### config.mk
export PLATFORM = sky130hd
export DESIGN_NAME = dpc_curve_cmp
export DESIGN_NICKNAME = d
export VERILOG_FILES = /design/src/rtl/dpc_pkg.sv /design/src/rtl/dpc_curve_cmp.sv
export SDC_FILE = /design/constraint.sdc
export NUM_CORES = 2
export LEC_CHECK = 0
export BUFFER_PORTS_ARGS = -buffer_cell sky130_fd_sc_hd__buf_2
export CAP_MARGIN = 5
export CORE_UTILIZATION = 40
export CTS_CLUSTER_SIZE = 10
export DETAILED_ROUTE_END_ITERATION = 8
export PLACE_DENSITY = 0.66
export SYNTH_ARGS = -nofsm -noshare
export SYNTH_HDL_FRONTEND = slang
export SYNTH_SLANG_ARGS = --single-unit
### constraint.sdc
create_clock -name clk -period 6.4 [get_ports clk]
set_clock_uncertainty 0.2 [all_clocks]
set_input_delay 1.28 -clock clk [delete_from_list [all_inputs] [get_ports clk]]
set_output_delay 1.28 -clock clk [all_outputs]
set_load 0.02 [all_outputs]
### src/rtl/dpc_pkg.sv
`timescale 1ns / 1ps
// ----------------------------------------------------------------------------
// dpc_pkg
// shared types, constants and curve definitions for the dE/dx classifier
// ----------------------------------------------------------------------------
package dpc_pkg;

    // default fixed-point formats
    localparam int MOMENTUM_FRAC_BITS_DEF    = 12;
    localparam int ENERGY_LOSS_FRAC_BITS_DEF = 10;

    // field and register widths
    localparam int MOMENTUM_W    = 16;
    localparam int ENERGY_LOSS_W = 16;
    localparam int CLASS_W       = 2;
    localparam int REG_W         = 16;
    localparam int CFG_INDEX_W   = 3;

    // configuration register indexes
    typedef enum logic [CFG_INDEX_W-1:0] {
        CFG_PION_MIN_ENERGY_LOSS   = 3'd0,
        CFG_PION_MIN_MOMENTUM      = 3'd1,
        CFG_PION_MAX_MOMENTUM      = 3'd2,
        CFG_KAON_MIN_ENERGY_LOSS   = 3'd3,
        CFG_KAON_MAX_MOMENTUM      = 3'd4,
        CFG_PROTON_MIN_ENERGY_LOSS = 3'd5,
        CFG_PROTON_MAX_MOMENTUM    = 3'd6
    } cfg_index_t;

    // register reset values
    localparam logic [REG_W-1:0] PION_MIN_ENERGY_LOSS_RST   = 16'd205;
    localparam logic [REG_W-1:0] PION_MIN_MOMENTUM_RST      = 16'd614;
    localparam logic [REG_W-1:0] PION_MAX_MOMENTUM_RST      = 16'd4096;
    localparam logic [REG_W-1:0] KAON_MIN_ENERGY_LOSS_RST   = 16'd3277;
    localparam logic [REG_W-1:0] KAON_MAX_MOMENTUM_RST      = 16'd3686;
    localparam logic [REG_W-1:0] PROTON_MIN_ENERGY_LOSS_RST = 16'd3277;
    localparam logic [REG_W-1:0] PROTON_MAX_MOMENTUM_RST    = 16'd6554;

    // result codes
    typedef enum logic [CLASS_W-1:0] {
        CLASS_UNKNOWN = 2'd0,
        CLASS_PION    = 2'd1,
        CLASS_KAON    = 2'd2,
        CLASS_PROTON  = 2'd3
    } particle_class_t;

    // band curve a/(p-c)^2 + b, each coefficient as an exact ratio
    typedef struct packed {
        logic [7:0] a_num;
        logic [7:0] a_den;
        logic [7:0] b_num;
        logic [7:0] b_den;
        logic [7:0] c_num;
        logic [7:0] c_den;
    } curve_t;

    localparam curve_t PION_UPPER   = '{8'd29, 8'd100, 8'd22, 8'd10, 8'd0, 8'd1};
    localparam curve_t KAON_LOWER   = '{8'd3,  8'd10,  8'd22, 8'd10, 8'd0, 8'd1};
    localparam curve_t KAON_UPPER   = '{8'd7,  8'd10,  8'd25, 8'd10, 8'd1, 8'd20};
    localparam curve_t PROTON_LOWER = '{8'd9,  8'd10,  8'd25, 8'd10, 8'd1, 8'd20};
    localparam curve_t PROTON_UPPER = '{8'd24, 8'd10,  8'd3,  8'd1,  8'd3, 8'd20};

    // stage load enables handed to each curve unit
    typedef struct packed {
        logic s1;
        logic s2;
        logic s3;
    } pipe_en_t;

    // side of the curve the energy loss falls on
    typedef struct packed {
        logic below;
        logic above;
    } side_t;

    // momentum and energy-loss window flags
    typedef struct packed {
        logic pion;
        logic kaon;
        logic proton;
    } window_t;

endpackage

### src/rtl/dpc_curve_cmp.sv
`timescale 1ns / 1ps
// ----------------------------------------------------------------------------
// dpc_curve_cmp
// three-stage compare of energy loss against one band curve, no division
// ----------------------------------------------------------------------------
module dpc_curve_cmp
    import dpc_pkg::*;
#(
    parameter int     MOMENTUM_FRAC_BITS    = MOMENTUM_FRAC_BITS_DEF,
    parameter int     ENERGY_LOSS_FRAC_BITS = ENERGY_LOSS_FRAC_BITS_DEF,
    parameter curve_t CURVE                 = PION_UPPER
)
(
    input  logic                     clk,
    input  pipe_en_t                 en,
    input  logic [MOMENTUM_W-1:0]    momentum,
    input  logic [ENERGY_LOSS_W-1:0] energy_loss,
    output side_t                    side
);

    localparam int MF = MOMENTUM_FRAC_BITS;
    localparam int EF = ENERGY_LOSS_FRAC_BITS;
    localparam int AF = EF + 2 * MF;

    // coefficient ratios in a wide constant context
    localparam logic [127:0] A_N = 128'(CURVE.a_num);
    localparam logic [127:0] A_D = 128'(CURVE.a_den);
    localparam logic [127:0] B_N = 128'(CURVE.b_num);
    localparam logic [127:0] B_D = 128'(CURVE.b_den);
    localparam logic [127:0] C_N = 128'(CURVE.c_num);
    localparam logic [127:0] C_D = 128'(CURVE.c_den);

    // round to nearest, ties up
    localparam logic [127:0] A_FIX = ((A_N / A_D) << AF) + ((((A_N % A_D) << AF) + A_D / 2) / A_D);
    localparam logic [127:0] B_FIX = ((B_N / B_D) << EF) + ((((B_N % B_D) << EF) + B_D / 2) / B_D);
    localparam logic [127:0] C_FIX = ((C_N / C_D) << MF) + ((((C_N % C_D) << MF) + C_D / 2) / C_D);

    localparam int DW   = (MF + 1 > MOMENTUM_W) ? MF + 1 : MOMENTUM_W;
    localparam int EW   = (EF + 2 > ENERGY_LOSS_W) ? EF + 2 : ENERGY_LOSS_W;
    localparam int SW   = 2 * DW;
    localparam int PW   = ENERGY_LOSS_W + SW;
    localparam int AW   = AF + 2;
    localparam int CMPW = (PW > AW) ? PW : AW;

    localparam logic [DW-1:0]   C_Q = C_FIX[DW-1:0];
    localparam logic [EW-1:0]   B_Q = B_FIX[EW-1:0];
    localparam logic [CMPW-1:0] A_Q = A_FIX[CMPW-1:0];

    logic [DW-1:0]            p_ext;
    logic [EW-1:0]            e_ext;
    logic [DW-1:0]            d_next;
    logic                     egt_next;
    logic [ENERGY_LOSS_W-1:0] eb_next;

    logic [DW-1:0]            d_reg;
    logic                     egt1_reg;
    logic [ENERGY_LOSS_W-1:0] eb1_reg;
    logic [SW-1:0]            dsq_reg;
    logic                     egt2_reg;
    logic [ENERGY_LOSS_W-1:0] eb2_reg;
    logic [PW-1:0]            prod_reg;
    logic                     egt3_reg;
    logic [CMPW-1:0]          prod_ext;

    // |p - c| and e - b
    always_comb
    begin
        p_ext    = DW'(momentum);
        e_ext    = EW'(energy_loss);
        d_next   = (p_ext >= C_Q) ? (p_ext - C_Q) : (C_Q - p_ext);
        egt_next = (e_ext > B_Q);
        eb_next  = ENERGY_LOSS_W'(e_ext - B_Q);
    end

    always_ff @(posedge clk)
    begin
        if (en.s1)
        begin
            d_reg    <= d_next;
            egt1_reg <= egt_next;
            eb1_reg  <= eb_next;
        end
        if (en.s2)
        begin
            dsq_reg  <= SW'(d_reg * d_reg);
            egt2_reg <= egt1_reg;
            eb2_reg  <= eb1_reg;
        end
        if (en.s3)
        begin
            prod_reg <= PW'(eb2_reg * dsq_reg);
            egt3_reg <= egt2_reg;
        end
    end

    // energy loss not above b, or p at c, counts as below
    always_comb
    begin
        prod_ext   = CMPW'(prod_reg);
        side.below = !egt3_reg || (prod_ext < A_Q);
        side.above = egt3_reg && (prod_ext > A_Q);
    end

endmodule

# Word-level counts from Yosys, hierarchy flattened
# Index checks and enable logic that the tools add are counted.
dict set report word_totals {
  ff_bits 131
  input_bits 36
}
dict set report classes {
  mux 1
  n_lt_le_gt_ge 4
  reduce_logical 3
  mul 2
  add_sub_neg 2
}
# op count
set ops {}
lappend ops {{$gt 48x33->1 const B} 1}
lappend ops {{$lt 48x33->1 const B} 1}
lappend ops {{$mul 16x32->48} 1}
lappend ops {{$mul 16x16->32} 1}
lappend ops {{$ge 16x1->1 const B} 1}
lappend ops {{$gt 16x12->1 const B} 1}
lappend ops {{$mux 16} 1}
lappend ops {{$sub 1x16->16 const A} 1}
lappend ops {{$sub 16x12->16 const B} 1}
lappend ops {{$logic_and 1x1->1} 1}
lappend ops {{$logic_not 1->1} 1}
lappend ops {{$logic_or 1x1->1} 1}

# Logic depth before layout (Yosys ltp)
dict set report depth {
  depth_word 2
  mapped_depth 24
}

# Worst setup path before layout
# Ideal clock, no wire load.
dict set report synth_timing {
  path_type {register to register}
  start {reg dsq_reg[12]}
  end {reg prod_reg[45] (netlist: prod_ext[45]), data pin}
  path_buffers 1
  period_less_slack_ns 6.217
  required_ns 5.936
  t_arrival_ns 5.753
  setup_slack_ns 0.183
  path_stages_with_launch 21
  cell_sequence {edfxtp_1 > clkbuf_1 > nand2_1 > fa_1 > fa_1 > fa_1 > inv_1 > fa_1 > fa_1 > inv_1 > fa_1 > inv_1 > ha_1 > and2_1 > o211ai_1 > o211a_1 > nor3_2 > o32ai_2 > o41a_1 > nor4b_2 > a211oi_1}
}
dict set report synth_via {
  elab_chain_cells 1
}
# item line
set synth_rtl {}
lappend synth_rtl {{start, declared} dpc_curve_cmp.sv:58} ;# logic [SW-1:0] dsq_reg;
lappend synth_rtl {{start signal, assigned} dpc_curve_cmp.sv:85} ;# dsq_reg <= SW'(d_reg * d_reg);
lappend synth_rtl {{$mul 16x32->48} dpc_curve_cmp.sv:91} ;# prod_reg <= PW'(eb2_reg * dsq_reg);
lappend synth_rtl {{end signal, assigned} dpc_curve_cmp.sv:91}
lappend synth_rtl {{end, declared} dpc_curve_cmp.sv:61} ;# logic [PW-1:0] prod_reg;
# No other way between the ends.
# A chain may end at the register's enable or synchronous reset.

# Worst setup path in the final report
dict set report layout_timing {
  start {reg eb2_reg[4]}
  end {reg prod_reg[22] (netlist: prod_ext[22]), data pin}
}
dict set report layout_via {
  elab_chain_cells 1
}
# item line
set layout_rtl {}
lappend layout_rtl {{start, declared} dpc_curve_cmp.sv:60} ;# logic [ENERGY_LOSS_W-1:0] eb2_reg;
lappend layout_rtl {{start signal, assigned} dpc_curve_cmp.sv:87} ;# eb2_reg <= eb1_reg;
lappend layout_rtl {{$mul 16x32->48} dpc_curve_cmp.sv:91}
# No other way between the ends.

==> key figures <==
STA
  • Worst slew pin tran: 1.09 ns
  • Max frequency: 155 MHz
  • Period Utilization, post-route: 101%
  • Final critical-path required period: 6.45 ns
  • Max Slew Vio Count: 0
  • Setup violations, final: 3
  • Endpoints failing hold: 0
  • Slew margin rel.: 27.6%
  • Setup ws final: -0.0534 ns
  • RSZ-0062 raised after global routing: true

Layout
  • Share of cells above drive strength 1: 16.7%
  • Area growth from synthesis to layout: 17.2%
  • Filler cells: 6398
  • Final Instance Count excl. Fillers: 4103
  • Area of the multi-input gates: 21700 sq um
  • Ant diodes: 0
  • Reg area: 3900 sq um
  • # nets final: 3995
  • Max FFs per register: 48

Setup path
  • Slowest stage delay, CP: 0.53 ns
  • R2R setup slack: -0.05 ns
  • Bufs and invs on worst path: 16
  • Crit path from: eb2_reg[4]
  • WS Path Type: reg2reg
  • R2r endpoint: prod_ext[22]
  • CP Capture Type: register
  • Worst Path Required: 6.40 ns
  • Worst R2R Path Depth: 27
  • Crit path DAT: 6.45 ns
  • Slowest stage cell, crit path: fa_1
  • Maximum fanout along the worst path: 7
  • CP startpoint kind: register
  • Worst r2r src: eb2_reg[4]
  • Top delay family on crit path: adder cells
  • Most frequent CP cell: buf_4

Routing
  • Remaining DRCs: 0
  • Via count: 19.8k
  • WL/cell: 15.3 um
  • Avg Vias per Cell: 4.83
  • Total Routed Length: 62900 um
  • DR iter-0 viols: 1205
  • 1st-pass router iterations: 5
  • Number of routed nets with antenna violations: 0

Global routing
  • Vias in the first global route: 21.2k
  • Initial antenna violation count: 0
  • Grt total ovfl: 0
  • Global-route wire length before repair: 105000 um
  • All-layer global routing usage: 18.6%
  • Largest net degree at the start of global routing: 50

Logic synthesis
  • Area share of the largest cell type after synthesis: 41.4%
  • Mean post-synth cell area: 9.52 sq um
  • Post-synthesis register bit count: 130
  • Synth warn: 0
  • Ys async rst share: 0%
  • Synth unique cells: 63
  • Post-synth EDFFs: 130
  • Leading area contributor after synthesis: fa_1
  • Main synth FF type: edfxtp_1
  • Sequential area share after synthesis: 14.0%
  • Top cells by area, synth: fa_1 41%, edfxtp_1 14%, ha_1 10%
  • Cells after synthesis: 2920
  • Synthesized cell area: 27800 sq um

Floorplan
  • Chip width: 266 um
  • Die area: 70500 sq um
  • Core area: 68700 sq um
  • I/O pins: 38
  • Site Rows: 96
  • Initial Utilization: 40.4%
  • Die H: 266 um

Status
  • Status: complete, but fails checks
  • Violated checks: setup timing

CTS
  • H-tree depth: 4
  • CTS tree: done
  • TritonCTS Buffers: 17
  • CTS Root Cell: clkbuf_16
  • Hold-fix buffers, CTS: 0
  • TritonCTS Sinks: 130
  • CTS max path bufs: 2
  • Clock transition at path regs: 0.07 ns
  • Worst-Skew Late Latency: 0.46 ns

Placement
  • HPWL Detailed: 53700 um
  • Pre-CTS WS: -0.215 ns
  • Cells after DPL: 4011
  • Gpl congestion: 0.899
  • # port buffers: 37

Hold path
  • HP Start: egt1_reg
  • Hold path depth: 0
  • Worst Hold Class: reg2reg
  • Worst hold path endpoint: egt2_reg

Run
  • Max Cap Violations: 0
kinds of logic after synthesis:
logic type | share of synthesized area [%]
simple gates | 14.6
buf+inv | 10.9
fa+ha+maj | 51.6
compound gates | 5.95
flops | 14.0
xor+xnor | 2.74
mux | 0.158
other cells | 0.0270
placed cells by master (no fill, tap or decap), drive strengths merged, types with 9 or more instances in the layout:
cell and count:
ha 225, buf 328, a21o 44, nor3 15, o21ai 49, a211oi 9
xnor2 53, a21oi 80, nor2b 10, nand2b 9, and2 259, nand4 12
nand2 391, nor2 77, inv 699, nand3 25, o21bai 10, fa 575
edfxtp 130, xor2 34, clkbuf 17
through the flow:
step | area (sq um) | hold WS (ns) | setup TNS (ns) | util, %
final | 32600 | 0.283 | -0.113 | 47.4
after global routing | 32600 | 0.290 | -1.98 | 47.4
after CTS | 31600 | 0.278 | -0.0861 | 46.1
after detailed placement | 30600 | 0.271 | -1.39 | 44.5
after global placement | 30600 | 0.270 | -0.403 | 44.5
after floorplan | 27800 | 0.200 | 0 | -
Yosys cell counts, types with 44 or more instances:
master and n:
nor2_1 77, fa_1 575, and2_1 259, nand2_1 391, edfxtp_1 130, clkbuf_1 110
ha_1 225, xnor2_1 53, o21ai_0 45, inv_1 693, a21oi_1 80, a21o_1 44
area by class of cell:
| type | instances | area share, % |
|---|---|---|
| Clock buffer | 17 | 1.31 |
| Clock inverter | 15 | 0.453 |
| Inverter | 693 | 8.00 |
| Multi-Input combinational cell | 1989 | 66.6 |
| Sequential cell | 130 | 12.0 |
| Tap cell | 931 | 3.58 |
| Timing Repair Buffer | 328 | 8.12 |
what timing repair did:
action / 4_1_cts / 5_1_grt
cloned: 1 / 1
gates resized for setup: 46 / 161
setup endpoints to repair: 15 / 29
pin swaps: 22 / 131
setup buffers: 23 / 39
worst max path at each step:
stage                    to  depth (start not counted)
2_1_floorplan  prod_ext[45]                         20
3_3_place_gp   prod_ext[46]                         21
3_5_place_dp   prod_ext[46]                         21
6_report       prod_ext[22]                         27
5_1_grt        prod_ext[45]                         22
4_1_cts        prod_ext[46]                         24
layer usage:
layer  wire, um  global-route usage [%]  part of all wire (%)
met1      29000                    25.4                    46
met2      30300                    31.3                    48
met3       2650                    2.57                   4.2
met4       1010                    4.54                   1.6
met5          0                       0                     0
Power is left out: the tool's default activity adds up to more than one toggle a clock period on the data nets, which glitch-free logic cannot reach.
